===== src/sv/all_nearest_smaller_values_core_assert.svh =====
// Assertion macros for the all-nearest-smaller-values core.
`ifndef ALL_NEAREST_SMALLER_VALUES_CORE_ASSERT_SVH
`define ALL_NEAREST_SMALLER_VALUES_CORE_ASSERT_SVH

`ifndef SYNTHESIS

// Same-cycle implication, disabled while reset is asserted
`define ANSV_ASSERT_IMP(label, clk, rst_n, ante, cons) \
    label: assert property (@(posedge clk) disable iff (!rst_n) (ante) |-> (cons)) \
        else $error("ansv: same-cycle check failed");

// Next-cycle implication, disabled while reset is asserted
`define ANSV_ASSERT_NXT(label, clk, rst_n, ante, cons) \
    label: assert property (@(posedge clk) disable iff (!rst_n) (ante) |=> (cons)) \
        else $error("ansv: next-cycle check failed");

`else

`define ANSV_ASSERT_IMP(label, clk, rst_n, ante, cons)
`define ANSV_ASSERT_NXT(label, clk, rst_n, ante, cons)

`endif

`endif


===== src/sv/ansv_pkg.sv =====
// Shared constants, codes and controller/datapath interface types.
`default_nettype none

package ansv_pkg;

    // Fixed field widths
    localparam int POS_W       = 10;
    localparam int SAMPLE_W    = 32;
    localparam int STATUS_W    = 2;
    localparam int VALUE_W_MAX = 64;

    // Parameter defaults
    localparam int MAX_ELEMENTS_DEF = 1024;
    localparam int VALUE_WIDTH_DEF  = 32;

    // Action codes
    localparam logic ACT_LOAD  = 1'b0;
    localparam logic ACT_QUERY = 1'b1;

    // Result status codes
    localparam logic [STATUS_W-1:0] RES_OK        = 2'd0;
    localparam logic [STATUS_W-1:0] RES_NOT_READY = 2'd1;
    localparam logic [STATUS_W-1:0] RES_OVERFLOW  = 2'd2;

    // Controller to datapath commands
    typedef struct packed {
        logic load;
        logic query;
        logic init_fwd;
        logic init_bwd;
        logic fetch;
        logic pop;
        logic pop_fill;
        logic push;
        logic step;
        logic set_ready;
    } t_cmd;

    // Datapath to controller status
    typedef struct packed {
        logic count_zero;
        logic pop_needed;
        logic pass_end;
        logic bwd;
    } t_sts;

endpackage

`default_nettype wire


===== src/sv/ansv_ctrl.sv =====
// Controller: item decode and the sequencer for the two stack passes.
`default_nettype none

`include "all_nearest_smaller_values_core_assert.svh"

module ansv_ctrl (
    input  wire                 i_clk,
    input  wire                 i_rst_n,
    input  wire                 start,
    output logic                busy,
    input  wire                 i_action,
    input  wire                 i_last_value,
    input  wire ansv_pkg::t_sts i_sts,
    output ansv_pkg::t_cmd      o_cmd
);

    localparam logic [2:0] ST_IDLE  = 3'd0;
    localparam logic [2:0] ST_START = 3'd1;
    localparam logic [2:0] ST_FETCH = 3'd2;
    localparam logic [2:0] ST_CMP   = 3'd3;
    localparam logic [2:0] ST_POPW  = 3'd4;

    logic [2:0] r_state, n_state;
    logic       w_accept;

    assign busy     = (r_state != ST_IDLE);
    assign w_accept = start && !busy;

    // Next state and commands
    always_comb begin
        n_state = r_state;
        o_cmd   = '0;
        case (r_state)
            ST_IDLE: begin
                if (w_accept) begin
                    if (i_action == ansv_pkg::ACT_LOAD) begin
                        o_cmd.load = 1'b1;
                        if (i_last_value) begin
                            n_state = ST_START;
                        end
                    end else begin
                        o_cmd.query = 1'b1;
                    end
                end
            end
            ST_START: begin
                if (i_sts.count_zero) begin
                    o_cmd.set_ready = 1'b1;
                    n_state         = ST_IDLE;
                end else begin
                    o_cmd.init_fwd = 1'b1;
                    n_state        = ST_FETCH;
                end
            end
            ST_FETCH: begin
                o_cmd.fetch = 1'b1;
                n_state     = ST_CMP;
            end
            ST_CMP: begin
                if (i_sts.pop_needed) begin
                    o_cmd.pop = 1'b1;
                    n_state   = ST_POPW;
                end else begin
                    o_cmd.push = 1'b1;
                    if (!i_sts.pass_end) begin
                        o_cmd.step = 1'b1;
                        n_state    = ST_FETCH;
                    end else if (i_sts.bwd) begin
                        o_cmd.set_ready = 1'b1;
                        n_state         = ST_IDLE;
                    end else begin
                        o_cmd.init_bwd = 1'b1;
                        n_state        = ST_FETCH;
                    end
                end
            end
            ST_POPW: begin
                o_cmd.pop_fill = 1'b1;
                n_state        = ST_CMP;
            end
            default: begin
                n_state = ST_IDLE;
            end
        endcase
    end

    // State register
    always_ff @(posedge i_clk) begin
        if (!i_rst_n) begin
            r_state <= ST_IDLE;
        end else begin
            r_state <= n_state;
        end
    end

    // A last load always launches the passes
    `ANSV_ASSERT_NXT(a_last_starts, i_clk, i_rst_n, o_cmd.load && i_last_value, r_state == ST_START)
    // The end of the backward pass frees the block
    `ANSV_ASSERT_NXT(a_bwd_done, i_clk, i_rst_n, o_cmd.push && i_sts.pass_end && i_sts.bwd, !busy)

endmodule

`default_nettype wire


===== config.mk =====
export PLATFORM = sky130hd
export DESIGN_NAME = ansv_ctrl
export DESIGN_NICKNAME = d
export VERILOG_FILES = /design/src/sv/ansv_pkg.sv /design/src/sv/ansv_ctrl.sv
export VERILOG_INCLUDE_DIRS = /design/src /design/src/sv
export SDC_FILE = /design/constraint.sdc
export NUM_CORES = 1
export LEC_CHECK = 0
export BUFFER_PORTS_ARGS = -buffer_cell sky130_fd_sc_hd__clkbuf_2
export CAP_MARGIN = 40
export CORE_AREA = 2 2 39 41
export DETAILED_ROUTE_END_ITERATION = 16
export DIE_AREA = 0 0 41 43
export SLEW_MARGIN = 40
export SYNTH_ARGS = -nofsm -noshare
export SYNTH_HDL_FRONTEND = slang
export SYNTH_SLANG_ARGS = --single-unit

===== constraint.sdc =====
create_clock -name i_clk -period 2.85 [get_ports i_clk]
set_input_delay 0.4275 -clock i_clk [delete_from_list [all_inputs] [get_ports i_clk]]
set_output_delay 0.4275 -clock i_clk [all_outputs]
set_load 0.02 [all_outputs]

==> impl_results.md, run 1 <==
- Core ar.: 1384 sq um
- Max-cap violations: 0
- Synth-to-Final Area Change: 49.28%
- Initial DRC Count: 5
- Global-route wire length before repair: about 880 um
- Sequential cell area: approximately 60 sq um
- Global route total overflow: 0
- Power density cells: between 300 and 400 nW/um^2
- Vias in the first global route: 241
- Level count of the clock H-tree: 1
- Post-placement worst setup slack: between 1000 and 1500 ps
- Register containing the most flip-flops in the final layout: r_state
- Number of antenna violations at the first check in global routing: 0
- Worst rel slew slack: 79.49%
- Endpoint type of the worst setup path: output pin
- Clock Skew: around 0.77 ps
- Crit share post-route: 63.96%
- Height of the die: around 43 um
- Port Buf Inserts: 19
- Proportion of layout cells with a drive suffix above 1: roughly 44%
- Comb power frac: 14.3%
- VDD IR-drop max: approximately 0.13 mV
- TritonCTS buffer count: 3
- Required time of the worst setup path: 2420 ps
- Total of fill cells in the finished design: between 150 and 200
- R2R Path End: r_state[2]
- Fin. max-slew vios: 0
- Number of vias after detailed routing: between 300 and 400
- Wire length on met2: about 290 um
- Router iterations before antenna repair: 4
- Clk pin slew, worst setup/hold paths: approximately 40 ps
- Internal Power: ~100 uW
- Nets in the synthesized netlist: 45
- Cell area after placement: about 360 sq um
- Fin. Hold Viols: 0
- Number of buffers added for setup after CTS: 0
- Clk Latency, worst-skew pair: about 230 ps
- Area taken by multi-input logic gates: roughly 170 sq um
- Netlist area before placement: ~260 sq um
- Register-to-Register Setup Slack: 1670 ps
- Worst-Margin Slew: roughly 300 ps
- Slack of the critical path: around 1000 ps
- Starting Density: between 10% and 20%
- Launch instance of the worst min-delay path: i_rst_n
- Yosys warning total: 0
- Net count of the finished layout: between 60 and 70
- Root buffer cell: clkbuf_4
- Reported net switching power: 32.37 uW
- Maximum number of pins on one net before global-route repair: 12
- Instance count along the most critical hold path: 2
- Arrival time of data at the critical path endpoint: approximately 1400 ps
- Avg Cell Area, Syn: between 7 and 8 sq um
- Routed vias/inst: 4.329
- Unrepaired setup endpoints after global routing: no
- Width of the die: between 40 and 50 um
- Largest registers: r_state: 3 flops
- Portion of the post-synthesis area used by sequential elements: a little under a quarter
- Setup Crit Path Kind: flop to output pin
- Final Total Pwr: 136.9 uW
- Post-synthesis cell count: 36
- N_diodes: 0
- Register share of total power: 32.0%
- TritonCTS clock tree: built
- Proportion of total power due to net switching: about a quarter
- FF-to-FF Start: r_state[2]
- FF-to-FF path depth: 3
- Fraction of power consumed by the clock network: about 54%
- Placer's final routability congestion estimate: roughly 0.7
- Count of standard-cell rows: 14
- Yosys reg bits: 3
- Worst min-delay path class: primary input to flop
- Summed area of non-filler cells in the final layout: ~400 sq um
- Setup TNS: 0 ps
- Highest metal layer with signal wires: met3
- Maximum clock path buffer count: 2
- Metal1 wirelength: between 200 and 300 um
- WL/cell: roughly 8.4 um
- Final wirelength: 616 um
- Final HPWL DP: 499.2 um
- Number of nets with antenna violations after detailed routing: 0
- Num Clock Sinks: 3
- Combined global-route utilization of all metal layers: 7.823%
- Die Footprint: about 1800 sq um
- Number of buffers inserted for hold repair after clock tree synthesis: 0
- Critical path startpoint category: flop
- Period minus WS final: between 1500 and 2000 ps
- Routed met3 length: 56 um
- Run status: finished, final reports clean
- Resize count post-CTS: 0
- Final setup viols: 0
- Crit Path Max Fanout: 11
- Leakage power: ~0.00021 uW
- Endpoint with the worst hold slack: r_state[2]
- Io pins: 20
- Largest register FFs: 3
- Library cells used by synthesis: 22
- Max Fclk: ~0.55 GHz
- DRC viols: 0
## worst max-delay path, cell delays in order, from the launching register on
cell and delay (ps):
dfxtp_1 510, and2b_1 190, nand2_1 80, nor3b_1 190
clkbuf_2 200
## cells in the mapped netlist
cell       instances  share of area (%)
nor3_1             4                7.7
and2_1             1                2.4
and3b_1            1                3.3
a2111oi_0          1                3.3
and3_2             1                2.9
buf_2              1                1.9
a32oi_1            1                3.3
and2b_2            1                3.3
o32a_1             1                3.8
a21oi_1            1                1.9
nand2_1            4                5.7
nor3b_1            2                5.7
and2b_1            1                2.9
buf_4              1                2.9
nand2b_4           1                5.3
o21ai_0            1                1.9
nor2_1             3                4.3
dfxtp_1            3                 23
o211ai_1           1                2.9
xnor2_1            1                3.3
and3_1             1                2.4
inv_1              4                5.7
## how the worst max path moves through the flow
| stage | start | end | slack [ps] |
|---|---|---|---|
| floorplan | r_state[2] | o_cmd[6] | 1200 |
| global placement | i_sts[2] | o_cmd[6] | 1260 |
| detailed placement | i_sts[2] | o_cmd[6] | 1260 |
| CTS | r_state[1] | o_cmd[6] | 1020 |
| global route | r_state[1] | o_cmd[6] | 900 |
| finish | r_state[1] | o_cmd[6] | 1030 |
## final cells by class
type | count | area share [%]
tap | 16 | 5.128
timing repair buffer | 19 | 24.36
inverter | 4 | 3.846
clock buffer | 4 | 6.731
multi-input combinational | 27 | 44.55
sequential | 3 | 15.38
## cell families after synthesis
kind of cell,share of synthesized area [%]
xor+xnor,3.350
flops,22.97
compound gates,17.22
buf+inv,10.52
simple gates,45.93
## cell usage in the layout (no fill, tap or decap), types with 2 or more instances in the layout
master | synthesis | routed
clkbuf_2 | 0 | 19
clkbuf_4 | 0 | 3
dfxtp_1 | 3 | 3
inv_1 | 4 | 4
nand2_1 | 4 | 4
nor2_1 | 3 | 3
nor3_1 | 4 | 4
nor3b_1 | 2 | 2
## per-layer routing
layer  vias up  global-route usage, %
li1        170                      -
met1       132                  7.692
met2        14                  11.25
met3         0                  4.712
met4         0                  6.000
met5         -                      0
## per-stage QoR
| stage | util (%) | hold slack (ps) | cells |
|---|---|---|---|
| global placement | 26.31 | 631.3 | 69 |
| CTS | 28.21 | 428.0 | 73 |
| global route | 28.21 | 439.6 | 73 |
| floorplan | - | 549.2 | 36 |
| detailed placement | 26.31 | 635.8 | 69 |
| finish | 28.21 | 436.4 | 73 |
## power groups by stage
stage | combinational, uW | sequential [uW] | clock [uW]
global route | 21.4 | 43.8 | 82.5
floorplan | 9.95 | 44.1 | 0
finish | 19.6 | 43.8 | 73.5
global placement | 19.8 | 44.4 | 0
detailed placement | 19.7 | 44.4 | 0
CTS | 19.8 | 43.8 | 78.1
(Power assumes the default switching activity.)
==> run 2, diff against run 1 <==
clock period = 1.7 ns   (was 2.85 ns; I/O delays follow)
==> impl_results.md, run 2 (synthesized netlist as in run 1, its figures left out) <==
- Power density cells: roughly 600 nW/um^2
- Final core utilization: roughly 28%
- DRC viols: 0
- Initial DRC Count: 5
- Level count of the clock H-tree: 1
- Width of the die: between 40 and 50 um
- Register containing the most flip-flops in the final layout: r_state
- Total of fill cells in the finished design: 168
- Run status: finished, final reports clean
- Required time of the worst setup path: between 1000 and 1500 ps
- Worst min-delay path class: primary input to flop
- Worst-Margin Slew: 333.0 ps
- WL/cell: roughly 9.5 um
- Largest registers: r_state: 3 flops
- Io pins: 20
- Area taken by multi-input logic gates: 173.9 sq um
- Fin. max-slew vios: 0
- Unrepaired setup endpoints after global routing: no
- Sequential cell area: 62.56 sq um
- Final wirelength: around 700 um
- Synth-to-Final Area Change: 50.24%
- Post-placement worst setup slack: about 300 ps
- Setup TNS: 0 ps
- Final setup viols: 0
- Num Clock Sinks: 3
- Minimum hold slack: roughly 250 ps
- Reported net switching power: a little over 60 uW
- Combined global-route utilization of all metal layers: a little under a tenth
- Most frequent cells in the layout: clkbuf_2, nor3_1, inv_1, nand2_1
- Max Fclk: between 0.6 and 0.7 GHz
- TritonCTS clock tree: built
- Number of buffers added for setup after CTS: 0
- Global route total overflow: 0
- Max-cap violations: 0
- Router iterations before antenna repair: 4
- Critical path startpoint category: flop
- Global-route wire length before repair: roughly 1.1 mm
- Net count of the finished layout: 67
- Count of standard-cell rows: 14
- Root buffer cell: clkbuf_4
- N_diodes: 0
- Most frequent standard cell in the layout excluding fill and tap cells: clkbuf_2
- Worst rel slew slack: roughly 77%
- Maximum clock path buffer count: 2
- Number of antenna violations at the first check in global routing: 0
- Crit share post-route: between 90 and 100%
- Largest register FFs: 3
- Number of nets with antenna violations after detailed routing: 0
- Port Buf Inserts: 19
- Crit Path Max Fanout: 9
- Number of placed cells counting well taps: 69
- Leakage power: 0.0002137 uW
- Slack of the critical path: between 100 and 150 ps
- Proportion of layout cells with a drive suffix above 1: a little under half
- Number of standard cells in the layout, taps in and fillers out: 73
- Final HPWL DP: ~560 um
- Endpoint type of the worst setup path: output pin
- Comb power frac: between 10% and 20%
- Period minus WS final: about 1600 ps
- VDD IR-drop max: 0.2760 mV
- Arrival time of data at the critical path endpoint: between 1000 and 1500 ps
- Internal Power: around 180 uW
- TritonCTS buffer count: 3
- Clk pin slew, worst setup/hold paths: roughly 40 ps
- Proportion of total power due to net switching: 25.72%
- Die Footprint: between 1500 and 2000 sq um
- Fraction of power consumed by the clock network: between 50 and 60%
- Vias in the first global route: between 200 and 300
- Starting Density: about a fifth
- Setup Crit Path Kind: flop to output pin
- Clock Skew: around 8.0 ps
- Core ar.: approximately 1400 sq um
- Fin. Hold Viols: 0
- Placer's final routability congestion estimate: 0.7545
- Routed vias/inst: between 4 and 5
- Height of the die: around 43 um
- Clk Latency, worst-skew pair: roughly 240 ps
- Number of vias after detailed routing: between 300 and 400
- Register share of total power: around 31%
- Maximum number of pins on one net before global-route repair: 12
[run 2: cell count changes in the layout (fill, tap and decap cells not counted), sizes merged]
cell,change
buf,+1
clkbuf,-1
[run 2: final timing paths]
| path | startpoint | endpoint | slack [ps] | cells past startpoint |
|---|---|---|---|---|
| setup reg to reg | r_state[2] | r_state[2] | 510 | 3 |
| hold reg to reg | r_state[0] | r_state[0] | 540 | 1 |
| hold / removal | i_rst_n | r_state[2] | 250 | 2 |
| setup / recovery | r_state[2] | o_cmd[4] | 120 | 3 |
[run 2: cell type report]
type | instances | share of cell area [%]
well taps | 16 | 5.096
multi-input cells | 27 | 44.27
clock buffers | 4 | 6.688
inverters | 4 | 3.822
repair buffers | 19 | 24.20
flip-flops and latches | 3 | 15.92
[run 2: metrics by stage]
stage               power (uW)  cell area, sq um
finish                   236.6             392.9
global route             249.2             392.9
CTS                      242.0             390.4
detailed placement       108.1             364.1
global placement         107.6             364.1
floorplan                90.56             261.5
[run 2: power groups by stage]
stage               clock [uW]  combinational [uW]  sequential, uW
floorplan                    0                16.7            73.9
global placement             0                33.2            74.4
detailed placement           0                33.5            74.5
CTS                        135                33.7            73.4
global route               138                37.5            73.5
finish                     130                33.2            73.5
[run 2: repair_timing]
action	CTS	global route
resized for setup	0	3
endpoints found under the hold margin	0	0
endpoints found under the setup margin	0	1
hold buffers	0	0
[run 2: critical path, stage by stage (launching register included)]
cell      delay (ps)
dfxtp_1          480
and2b_2          270
and3_1           190
clkbuf_2         150
[run 2: routing by layer]
layer	share of wire, %	routed length (um)	track usage (%)	up-vias
met5	0	0	0	-
met4	4.5	31	10.00	0
met3	9.1	63	1.571	4
met2	47	327	14.37	16
met1	39	273	9.904	145
li1	-	-	-	169
